==> config.mk <==
export PLATFORM = sky130hd
export DESIGN_NAME = gps_mod_stage
export DESIGN_NICKNAME = d
export VERILOG_FILES = /design/src/rtl/core/gps_pkg.sv /design/src/rtl/core/gps_mod_stage.sv
export SDC_FILE = /design/constraint.sdc
export NUM_CORES = 1
export LEC_CHECK = 0
export BUFFER_PORTS_ARGS = -buffer_cell sky130_fd_sc_hd__clkbuf_2
export CELL_PAD_IN_SITES_DETAIL_PLACEMENT = 2
export CELL_PAD_IN_SITES_GLOBAL_PLACEMENT = 2
export CORE_MARGIN = 3
export CORE_UTILIZATION = 33
export CTS_CLUSTER_DIAMETER = 150
export DETAILED_ROUTE_END_ITERATION = 6
export PLACE_DENSITY_LB_ADDON = 0.1
export SETUP_SLACK_MARGIN = 0.05
export SLEW_MARGIN = 20
export SYNTH_ARGS = -nofsm -noshare
export SYNTH_HDL_FRONTEND = slang
export SYNTH_SLANG_ARGS = --single-unit
==> constraint.sdc <==
create_clock -name clk -period 3.25 [get_ports clk]
set_input_delay 0.4875 -clock clk [delete_from_list [all_inputs] [get_ports clk]]
set_output_delay 0.4875 -clock clk [all_outputs]
set_load 0.02 [all_outputs]
==> src/rtl/core/gps_pkg.sv <==
`timescale 1ns / 1ps
// shared types, register indexes and color arithmetic for the grid pixel shader
// no dependencies

package gps_pkg;

    localparam int COORD_INT_BITS = 16;
    localparam int REM_STEP       = 4;
    localparam int REM_STAGES     = COORD_INT_BITS / REM_STEP;
    localparam int CFG_INDEX_BITS = 3;
    localparam int CFG_DATA_BITS  = 32;

    localparam logic [7:0]  ALPHA_OPAQUE = 8'd255;
    localparam logic [31:0] MASK_RB      = 32'h00ff00ff;
    localparam logic [31:0] MASK_AG      = 32'hff00ff00;

    typedef enum logic [CFG_INDEX_BITS-1:0] {
        REG_BOX_WIDTH     = 3'd0,
        REG_BOX_HEIGHT    = 3'd1,
        REG_BORDER_WIDTH  = 3'd2,
        REG_BORDER_HEIGHT = 3'd3,
        REG_BOX_COLOR     = 3'd4,
        REG_FRAME_COLOR   = 3'd5,
        REG_MASK_ENABLE   = 3'd6
    } cfg_reg_t;

    typedef enum logic [1:0] {
        BLEND_NONE,
        BLEND_LEAD,
        BLEND_TRAIL
    } blend_sel_t;

    typedef struct packed {
        logic signed [31:0] sample_x;
        logic signed [31:0] sample_y;
        logic [7:0]         mask_alpha;
    } sample_t;

    typedef struct packed {
        logic [31:0] pixel_color;
        logic        pixel_write;
    } pixel_t;

    typedef struct packed {
        logic [COORD_INT_BITS-1:0] mag_x;
        logic [COORD_INT_BITS-1:0] mag_y;
        logic                      neg_x;
        logic                      neg_y;
        logic [15:0]               frac_x;
        logic [15:0]               frac_y;
        logic [7:0]                ma;
    } div_ctl_t;

    typedef struct packed {
        logic       kill;
        blend_sel_t sel_x;
        blend_sel_t sel_y;
        logic [8:0] ax;
        logic [8:0] ay;
        logic [7:0] ma;
    } shade_ctl_t;

    typedef struct packed {
        logic [31:0] box_color;
        logic [31:0] frame_color;
    } colors_t;

    function automatic logic [31:0] lerp256(logic [8:0] a, logic [31:0] c0, logic [31:0] c1);
        logic [31:0] d_hi;
        logic [31:0] d_lo;
        logic [31:0] m_hi;
        logic [31:0] m_lo;
        logic [31:0] hi;
        logic [31:0] lo;
        d_hi = ((c0 >> 8) & MASK_RB) - ((c1 >> 8) & MASK_RB);
        d_lo = (c0 & MASK_RB) - (c1 & MASK_RB);
        m_hi = d_hi * {23'd0, a};
        m_lo = d_lo * {23'd0, a};
        hi   = (m_hi + (c1 & MASK_AG)) & MASK_AG;
        lo   = ((m_lo >> 8) + (c1 & MASK_RB)) & MASK_RB;
        return hi + lo;
    endfunction

    function automatic logic [31:0] scale_alpha(logic [7:0] ma, logic [31:0] c);
        logic [31:0] m_hi;
        logic [31:0] m_lo;
        m_hi = ((c >> 8) & MASK_RB) * {24'd0, ma};
        m_lo = (c & MASK_RB) * {24'd0, ma};
        return ((m_hi + MASK_RB) & MASK_AG) + (((m_lo + MASK_RB) >> 8) & MASK_RB);
    endfunction

endpackage

==> src/rtl/core/gps_mod_stage.sv <==
`timescale 1ns / 1ps
// one pipeline stage of the coordinate remainder unit, a few quotient bits per axis
// depends on gps_pkg

module gps_mod_stage
    import gps_pkg::*;
#(
    parameter int SIZE_BITS = 12
)
(
    input  logic               clk,
    input  logic               rst_n,
    input  logic               up_valid,
    output logic               up_ready,
    input  div_ctl_t           up_ctl,
    input  logic [SIZE_BITS:0] up_rem_x,
    input  logic [SIZE_BITS:0] up_rem_y,
    input  logic [SIZE_BITS:0] period_x,
    input  logic [SIZE_BITS:0] period_y,
    output logic               dn_valid,
    input  logic               dn_ready,
    output div_ctl_t           dn_ctl,
    output logic [SIZE_BITS:0] dn_rem_x,
    output logic [SIZE_BITS:0] dn_rem_y
);

    logic                 valid_reg;
    div_ctl_t             ctl_reg;
    div_ctl_t             ctl_next;
    logic [SIZE_BITS:0]   rem_x_reg;
    logic [SIZE_BITS:0]   rem_y_reg;
    logic [SIZE_BITS:0]   rem_x_next;
    logic [SIZE_BITS:0]   rem_y_next;
    logic [SIZE_BITS+1:0] tx;
    logic [SIZE_BITS+1:0] ty;

    assign up_ready = !valid_reg || dn_ready;

    always_comb
    begin
        rem_x_next = up_rem_x;
        rem_y_next = up_rem_y;
        tx = '0;
        ty = '0;
        for (int k = 0; k < REM_STEP; k++)
        begin
            tx = {rem_x_next, up_ctl.mag_x[COORD_INT_BITS-1-k]};
            if (tx >= {1'b0, period_x})
            begin
                tx = tx - {1'b0, period_x};
            end
            rem_x_next = tx[SIZE_BITS:0];
            ty = {rem_y_next, up_ctl.mag_y[COORD_INT_BITS-1-k]};
            if (ty >= {1'b0, period_y})
            begin
                ty = ty - {1'b0, period_y};
            end
            rem_y_next = ty[SIZE_BITS:0];
        end
        ctl_next       = up_ctl;
        ctl_next.mag_x = {up_ctl.mag_x[COORD_INT_BITS-REM_STEP-1:0], {REM_STEP{1'b0}}};
        ctl_next.mag_y = {up_ctl.mag_y[COORD_INT_BITS-REM_STEP-1:0], {REM_STEP{1'b0}}};
    end

    always_ff @(posedge clk or negedge rst_n)
    begin
        if (!rst_n)
        begin
            valid_reg <= 1'b0;
        end
        else if (up_ready)
        begin
            valid_reg <= up_valid;
        end
    end

    always_ff @(posedge clk)
    begin
        if (up_ready && up_valid)
        begin
            ctl_reg   <= ctl_next;
            rem_x_reg <= rem_x_next;
            rem_y_reg <= rem_y_next;
        end
    end

    assign dn_valid = valid_reg;
    assign dn_ctl   = ctl_reg;
    assign dn_rem_x = rem_x_reg;
    assign dn_rem_y = rem_y_reg;

endmodule

==> impl_metrics.yaml, run 1 <==
clock_network:
  cts_buffer_depth: 2
  numCtsBuffers: 9
  postCtsSetupBuffers: 35
  clock_sinks: 93
  holdBufCountCts: 1
  root_buffer: "clkbuf_16"
  cts_resized: 101
  h-tree-depth: 3
logic_synthesis:
  syn_area_mm2: 0.009100
  synth_top_area_share_pct: 30.36
  ys.flop_type: "edfxtp_1"
  seq_area_frac_synth_pct: 30.63
  synth_enable_flop_cells: 92
  yosys_register_bits: 93
  synth_area_leaders: "edfxtp_1, ha_1, xnor2_1"
  async_flop_share_pct: 1.075
  synth_cell_types: 73
  yosys.area.top_type: "edfxtp_1"
  syn_inst: 958
  syn_area_per_cell_um2: 9.499
  yosys_warnings: 0
run_status:
  failing_step: "4_1_cts"
  stop_error: "[ERROR DPL-0033] detailed placement checks failed during check placement."
  status: "stopped before the end"
placement:
  place_congestion: 0.8832
  dp_hpwl_um: 40320
  port_buffers: 223
floorplan:
  io_pins: 232
  start_util_pct: 33.67
  die_h_um: 172.1
  die_w_um: 172.1
  rows: 60
[logic make-up after synthesis]
group,synth area share (%)
simple gates,14.20
other cells,0.04121
buf+inv,4.427
flops,30.63
xor+xnor,7.026
fa+ha+maj,16.06
mux,6.696
compound gates,20.91
[Yosys cell counts (21+ instances only)]
cell type and n:
nand2_1 52, ha_1 104, inv_1 66, edfxtp_1 92, mux2_2 27, nor2_1 68, a21oi_1 61, nand3_1 33
mux2i_1 22, o21a_1 24, a21o_1 21, xnor2_1 47, o21ai_0 46, xor2_1 26
[through the flow]
stage / setup TNS, ps / hold slack, ps / instance area, um^2 / std cells / setup slack (ps)
floorplan: -129000 / 191.9 / 9646 / 965 / -5280
global placement: -138780 / 265.5 / 14030 / 1907 / -5758
detailed placement: -150400 / 267.8 / 14030 / 1907 / -6158
==> run 2, diff against run 1 <==
==> config.mk (replaced) <==
export PLATFORM = sky130hd
export DESIGN_NAME = gps_mod_stage
export DESIGN_NICKNAME = d
export VERILOG_FILES = /design/src/rtl/core/gps_pkg.sv /design/src/rtl/core/gps_mod_stage.sv
export SDC_FILE = /design/constraint.sdc
export NUM_CORES = 1
export LEC_CHECK = 0
export BUFFER_PORTS_ARGS = -buffer_cell sky130_fd_sc_hd__clkbuf_2
export CORE_MARGIN = 3
export CORE_UTILIZATION = 40
export DETAILED_ROUTE_END_ITERATION = 6
export PLACE_DENSITY_LB_ADDON = 0.15
export SLEW_MARGIN = 20
export SYNTH_ARGS = -nofsm -noshare
export SYNTH_HDL_FRONTEND = slang
export SYNTH_SLANG_ARGS = --single-unit
==> impl_metrics.yaml, run 2 <==
sta:
  max_freq_ghz: 0.1228
  relSlewSlack_pct: 61.10
  min_period_over_period_pct: 250.6
  finalHoldViolations: 0
  finalMaxSlewViolations: 0
  setup_slack_ps: -4894
  fin_crit_ps: 8144
  rsz0062_at_grt: "yes"
  setup_viol: 26
  worst_pin_slew_ps: 583.4
  tns_ps: -124970
  fin_skew_ps: 6.688
layout:
  nFillCells: 1734
  ff_latch_area_mm2: 0.002788
  finalNonFillerCells: 1907
  multi_input_area_mm2: 0.006928
  syn_to_final_growth_pct: 67.98
  drive_above_1_share_pct: 53.60
  final_common_cell: "buf_4"
  fin_area_mm2: 0.01529
  final_nets: 1862
  mostFrequentLayoutCells: "buf_4, clkbuf_2, edfxtp_1"
  largest_reg_flops: 66
setup_path:
  slowest_stage: "or4_4"
  startpoint_type: "input port"
  cp_max_fo: 7
  endpoint_kind: "register"
  reg2reg_from: "dn_valid"
  required_ps: 3320
  critPathMaxStageDelay_ps: 490
  path_class: "in2reg"
  reg2reg_to: "dn_ctl[21]"
  cp-startpoint: "up_ctl[57]"
  crit_end: "dn_rem_y[4]"
  critPathArrivalTime_ps: 8210
  r2r_cells: 3
  r2r_slack_ps: 1520
routing:
  drt_iter0_markers: 577
  routed_via_density: 5.160
  wl_per_cell_um: 16.61
  firstDrtPassIters: 7
  routed_wl_um: 31670
  drc_errors: 0
  num_vias: 9841
  ant_nets: 0
floorplan:
  core_area_mm2: 0.02209
  die_w_um: 156.8
  rows: 54
  start_util_pct: 41.19
  die-area_mm2: 0.02460
  die_h_um: 156.8
  io_pins: 232
global_route:
  antenna_found_initial: 2
  grt_pass1_wl_um: 48070
  grt_use_total_pct: 24.16
  overflow: 0
  grt_pass1_vias: 9654
  grt_max_degree: 50
clock_network:
  tritoncts: "yes"
  clk_pin_slew_worst_paths_ps: 70
  root_buffer: "clkbuf_16"
  numCtsBuffers: 9
  clk_latency_ps: 320
  h-tree-depth: 3
  cts_buffer_depth: 2
  clock_sinks: 93
run_status:
  status: "complete, but fails checks"
  violations: "negative setup slack"
placement:
  dp_cells: 1842
  place_congestion: 0.8978
  dp_hpwl_um: 26040
  place_ws_ps: -5712
  placed_cell_area_mm2: 0.01393
  port_buffers: 223
logic_synthesis:
  async_flop_share_pct: 1.075
  yosys_warnings: 0
  syn_area_mm2: 0.009100
  synth_common_cells: "ha_1, edfxtp_1, nor2_1"
  syn_inst: 958
  seq_area_frac_synth_pct: 30.63
  synth_top_area_share_pct: 30.36
  synth.most_common_cell: "ha_1"
  ys.flop_type: "edfxtp_1"
  synth_area_leaders: "edfxtp_1, ha_1, xnor2_1"
  synth_cell_types: 73
  yosys.area.top_type: "edfxtp_1"
  synth_enable_flop_cells: 92
  syn_area_per_cell_um2: 9.499
  yosys_register_bits: 93
hold_path:
  hold_path.class: "in2reg"
  hold_path.startpoint: "up_ctl[6]"
pwr:
  peakVddDrop_uv: 628.3
  cellLeakagePower_nw: 7.232
  p_per_area_mw_per_mm2: 1129
  total_power_mw: 17.25
job:
  cap_violations: 0
[run 2: stage by stage]
step	hold slack (ps)	util, %
CTS	321.3	66.92
finish	330.9	69.19
floorplan	191.9	-
global placement	264.3	63.06
global route	319.1	69.19
detailed placement	263.5	63.06
[run 2: worst min-delay path by stage]
stage                      endpoint  cells after the start  slack [ps]
after CTS                 dn_ctl[8]                      1         320
after global placement     dn_valid                      1         260
after detailed placement   dn_valid                      1         260
after floorplan            dn_valid                      0         190
final                     dn_ctl[6]                      1         330
after global routing      dn_ctl[6]                      1         320
[run 2: kinds of logic (layout without fill, tap and decap cells)]
logic type	count (synthesis)	count (layout)	synth area share, %
other	1	10	0.04121
AOI/OAI and AO/OA	270	270	20.91
buffers and inverters	92	750	4.427
adders and majority gates	112	112	16.06
muxes	56	57	6.696
DFF	93	93	30.63
and+or+nand+nor	261	262	14.20
xor gates and xnor gates	73	73	7.026
[run 2: area by class of cell]
type / instances / share of cell area [%]
Sequential cell: 93 / 18.24
Clock inverter: 7 / 0.6303
Antenna cell: 2 / 0.03274
Timing Repair Buffer: 668 / 30.25
Clock buffer: 9 / 1.473
Tap cell: 280 / 2.292
Inverter: 66 / 1.760
Multi-Input combinational cell: 782 / 45.32
[run 2: timing repair]
action / in CTS / in global routing
endpoints found under the hold margin: 1 / 0
setup buffers: 27 / 17
pin swaps: 28 / 31
hold buffers: 1 / 0
resized for setup: 57 / 90
setup endpoints to repair: 26 / 26
gates cloned: 3 / 0
[run 2: layer usage]
metal,share of wire (%),vias to the layer above,GRT usage (%)
met4,2.1,0,5.502
met3,5.4,45,2.434
met2,48,307,41.62
li1,-,4922,-
met5,0,-,0
met1,45,4567,32.78
[run 2: power breakdown]
part	internal (mW)	switching (mW)
registers	1.87	0.0726
logic	7.65	6.57
clock network	0.677	0.412
[run 2: critical path, delay by kind of cell]
kind,cells,cell delay (ps)
compound gates,15,3070
fa+ha+maj,5,1120
buf+inv,5,590
mux,6,1590
simple gates,5,1310
(Power assumes the default switching activity.)
==> run 3, diff against run 2 <==
--- a/config.mk
+++ b/config.mk
@@ -10,6 +10,7 @@
 export CORE_UTILIZATION = 40
 export DETAILED_ROUTE_END_ITERATION = 6
 export PLACE_DENSITY_LB_ADDON = 0.15
+export REMOVE_ABC_BUFFERS = 1
 export SLEW_MARGIN = 20
 export SYNTH_ARGS = -nofsm -noshare
 export SYNTH_HDL_FRONTEND = slang
==> impl_metrics.yaml, run 3 (same netlist as run 2, synthesis figures left out) <==
run_status:
  status: "complete, but fails checks"
  violations: "negative setup slack"
routing:
  routed_via_density: 5.116
  num_vias: 9777
  ant_nets: 0
  drt_iter0_markers: 526
  wl_per_cell_um: 16.30
  routed_wl_um: 31150
  firstDrtPassIters: 5
  drc_errors: 0
setup_path:
  r2r_slack_ps: 1480
  critPathArrivalTime_ps: 8200
  cp_common_cell: "ha_4"
  required_ps: 3340
  cp-startpoint: "period_y[0]"
  reg2reg_to: "dn_ctl[8]"
  r2r_cells: 3
  endpoint_kind: "register"
  cp_max_fo: 7
  crit_end: "dn_rem_y[6]"
  startpoint_type: "input port"
  critPathMaxStageDelay_ps: 520
  slowest_stage: "or4_4"
  reg2reg_from: "dn_valid"
  path_class: "in2reg"
layout:
  mostFrequentLayoutCells: "buf_4, clkbuf_2, edfxtp_1"
  final_common_cell: "buf_4"
  nFillCells: 1719
  largest_reg_flops: 66
  drive_above_1_share_pct: 53.40
  antenna_cells: 0
  syn_to_final_growth_pct: 66.82
  final_nets: 1868
  finalNonFillerCells: 1911
floorplan:
  die_h_um: 156.8
  core_area_mm2: 0.02209
  io_pins: 232
  start_util_pct: 41.19
  rows: 54
  die-area_mm2: 0.02460
  die_w_um: 156.8
clock_network:
  clock_sinks: 93
  clk_latency_ps: 360
  tritoncts: "yes"
  clk_pin_slew_worst_paths_ps: 90
  numCtsBuffers: 9
  root_buffer: "clkbuf_16"
  h-tree-depth: 3
  cts_buffer_depth: 2
pwr:
  cellLeakagePower_nw: 7.253
  peakVddDrop_uv: 648.2
  p_per_area_mw_per_mm2: 1129
  total_power_mw: 17.14
placement:
  place_ws_ps: -6068
  place_congestion: 0.9499
  dp_cells: 1838
  dp_hpwl_um: 24480
  port_buffers: 223
sta:
  finalHoldViolations: 0
  hold_ws_ps: 304.4
  setup_slack_ps: -4866
  finalMaxSlewViolations: 0
  fin_crit_ps: 8116
  setup_viol: 26
  worst_pin_slew_ps: 710.8
  min_period_over_period_pct: 249.7
  fin_skew_ps: 14.33
  relSlewSlack_pct: 52.61
  max_freq_ghz: 0.1232
  rsz0062_at_grt: "yes"
job:
  cap_violations: 0
global_route:
  grt_pass1_wl_um: 47930
  antenna_found_initial: 0
  overflow: 0
  grt_use_total_pct: 24.18
  grt_max_degree: 53
  grt_pass1_vias: 9590
hold_path:
  hold_path.startpoint: "up_ctl[26]"
  hold_path.class: "in2reg"
  hold_path_depth: 1
==> run 3: stage by stage <==
step	cell area [um^2]	util [%]	setup TNS, ps
2_1_floorplan	8971	-	-181310
3_3_place_gp	13430	60.81	-144450
3_5_place_dp	13430	60.81	-149230
4_1_cts	14760	66.80	-117890
5_1_grt	15180	68.71	-129140
6_report	15180	68.71	-121130
==> run 3: per-layer routing <==
layer,up-vias,track usage (%),wire (um)
met5,-,0,0
met4,0,5.877,550
met3,35,3.208,1673
met2,278,40.96,14760
met1,4527,32.74,14160
li1,4937,-,-
==> run 3: cell type report <==
class / instances / area, um^2 / area share [%]
Sequential cell: 93 / 2788 / 18.36
Multi-Input combinational cell: 781 / 6840 / 45.06
Tap cell: 280 / 350.3 / 2.308
Clock buffer: 9 / 225.2 / 1.484
Inverter: 66 / 252.7 / 1.665
Timing Repair Buffer: 675 / 4648 / 30.62
Clock inverter: 7 / 76.32 / 0.5028
==> run 3: worst min-delay path by stage <==
stage                       to  slack (ps)
global placement      dn_valid         260
CTS                 dn_ctl[26]         300
floorplan             dn_valid         190
global route        dn_ctl[26]         290
detailed placement    dn_valid         260
finish              dn_ctl[26]         300
==> run 3: where the power goes <==
group | total, mW | internal, mW | switching, mW
registers | 1.95 | 1.87 | 0.0783
clock network | 1.08 | 0.550 | 0.529
logic | 14.1 | 7.50 | 6.61
==> run 3: timing repair <==
item | in CTS | in global routing
endpoints found under the setup margin | 26 | 26
cloned | 2 | 1
hold buffers | 1 | 0
buffers inserted | 38 | 16
pin swaps | 56 | 28
gates resized for setup | 149 | 64
hold endpoints to repair | 1 | 0
==> run 3: critical path, delay by kind of cell <==
kind	cells	cell delay, ps
simple gates	7	1410
fa+ha+maj	5	1210
compound gates	18	3140
mux	5	1080
buf+inv	6	840
==> run 4, diff against run 3 <==
--- a/config.mk
+++ b/config.mk
@@ -9,7 +9,7 @@
 export CORE_MARGIN = 3
 export CORE_UTILIZATION = 40
 export DETAILED_ROUTE_END_ITERATION = 6
-export PLACE_DENSITY_LB_ADDON = 0.15
+export PLACE_DENSITY = 0.62
 export REMOVE_ABC_BUFFERS = 1
 export SLEW_MARGIN = 20
 export SYNTH_ARGS = -nofsm -noshare
==> impl_metrics.yaml, run 4 (same netlist as run 2, synthesis figures left out) <==
run_status:
  status: "complete, but fails checks"
  violations: "negative setup slack"
placement:
  place_ws_ps: -6292
  placed_cell_area_mm2: 0.01340
  port_buffers: 223
  dp_cells: 1832
  dp_hpwl_um: 24830
  place_congestion: 0.9604
sta:
  fin_skew_ps: 10.55
  fin_crit_ps: 8497
  max_freq_ghz: 0.1177
  finalHoldViolations: 0
  min_period_over_period_pct: 261.5
  setup_viol: 26
  setup_slack_ps: -5248
  rsz0062_at_grt: "yes"
  worst_pin_slew_ps: 526.2
  finalMaxSlewViolations: 0
  relSlewSlack_pct: 64.46
routing:
  top_layer_used: "met4"
  drt_iter0_markers: 557
  wl_met1_um: 13900
  routed_wl_um: 31500
  wl_met3_um: 1686
  routed_via_density: 5.245
  ant_nets: 0
  num_vias: 10045
  firstDrtPassIters: 5
  route.met2.wl_um: 15130
  drc_errors: 0
  wl_per_cell_um: 16.45
floorplan:
  die_h_um: 156.8
  die-area_mm2: 0.02460
  start_util_pct: 41.19
  die_w_um: 156.8
  core_area_mm2: 0.02209
  rows: 54
  io_pins: 232
layout:
  syn_to_final_growth_pct: 67.11
  drive_above_1_share_pct: 53.70
  finalNonFillerCells: 1915
  fin_util_pct: 68.83
  antenna_cells: 0
  final_nets: 1872
  final_common_cell: "buf_4"
  fin_area_mm2: 0.01521
  largest_reg_flops: 66
  mostFrequentLayoutCells: "buf_4, clkbuf_2, edfxtp_1"
clock_network:
  numCtsBuffers: 9
  root_buffer: "clkbuf_16"
  clk_pin_slew_worst_paths_ps: 80
  cts_buffer_depth: 2
  h-tree-depth: 3
  clk_latency_ps: 350
  tritoncts: "yes"
  clock_sinks: 93
setup_path:
  cp_common_cell: "ha_4"
  startpoint_type: "input port"
  required_ps: 3330
  slowest_stage: "or4_4"
  endpoint_kind: "register"
  path_class: "in2reg"
  critPathMaxStageDelay_ps: 490
  critPathArrivalTime_ps: 8580
  cp_max_fo: 6
pwr:
  combPwrFrac_pct: 82.5
  total_power_mw: 17.35
  peakVddDrop_uv: 868.3
  p_per_area_mw_per_mm2: 1141
  cellLeakagePower_nw: 7.236
  p_int_mw: 9.963
  clockPowerShare_pct: 6.2
  p_sw_mw: 7.385
  p_seq_share_pct: 11.3
  swShare_pct: 42.57
job:
  cap_violations: 0
global_route:
  grt_max_degree: 47
  grt_pass1_vias: 9873
  antenna_found_initial: 0
  overflow: 0
  grt_pass1_wl_um: 49080
  grt_use_total_pct: 24.53
hold_path:
  hold_path.class: "in2reg"
==> run 4: changes by cell type in the layout (fill, tap and decap cells not counted), moves of 3 or more <==
| cell | previous run | this run |
|---|---|---|
| a21oi_1 | 51 | 55 |
| a21oi_2 | 9 | 6 |
| buf_4 | 428 | 435 |
| ha_1 | 77 | 71 |
| ha_4 | 24 | 28 |
| inv_1 | 63 | 59 |
| inv_2 | 1 | 4 |
| nor2_1 | 61 | 58 |
| nor2_2 | 5 | 8 |
==> run 4: repair_timing <==
| item | in CTS | in global routing |
|---|---|---|
| setup endpoints to repair | 26 | 26 |
| setup buffers | 46 | 18 |
| hold buffers | 1 | 0 |
| gates resized for setup | 132 | 73 |
| hold endpoints to repair | 1 | 0 |
| pin swaps | 73 | 55 |
| cloned | 2 | 1 |
==> run 4: critical path: cells and delay by family <==
family | cells | cell delay, ps
compound gates | 16 | 3520
fa+ha+maj | 5 | 1120
buf+inv | 4 | 380
mux | 6 | 1590
simple gates | 6 | 1470
==> run 4: power groups by stage <==
stage	Clock, mW	Sequential [mW]	Combinational [mW]
after floorplan	0	2.25	6.73
after global placement	0	2.00	11.4
after detailed placement	0	1.99	11.6
after CTS	1.09	1.97	13.3
after global routing	1.13	1.99	15.5
final	1.07	1.97	14.3
==> run 4: worst paths after layout <==
kind	startpoint	to	slack [ps]	cells past startpoint
worst min register to register	dn_valid	dn_valid	550	2
worst min-delay path	up_ctl[49]	dn_ctl[53]	310	1
min in group asynchronous	rst_n	dn_valid	450	2
worst max-delay path	up_ctl[57]	dn_rem_y[6]	-5250	37
worst max register to register	dn_valid	dn_ctl[20]	1630	3
max in group asynchronous	rst_n	dn_valid	2710	2
==> run 4: stage by stage <==
step	hold slack, ps	TNS (ps)
after CTS	294.5	-123170
after detailed placement	264.5	-153000
after global routing	292.3	-135580
after global placement	263.1	-149710
final	305.2	-128510
after floorplan	191.9	-181310
==> run 4: cell type report <==
class                      instances  area (um^2)
timing repair buffer             678         4649
clock inverter                     7        86.33
sequential                        93         2788
fill                            1624         6887
clock buffer                       9        225.2
tap                              280        350.3
multi-input combinational        782         6853
inverter                          66        255.2
==> run 4: layer usage <==
layer | GRT usage (%) | vias to the layer above
met5 | 0 | -
met4 | 7.837 | 0
met3 | 3.014 | 53
met2 | 41.93 | 310
met1 | 32.26 | 4736
li1 | - | 4946
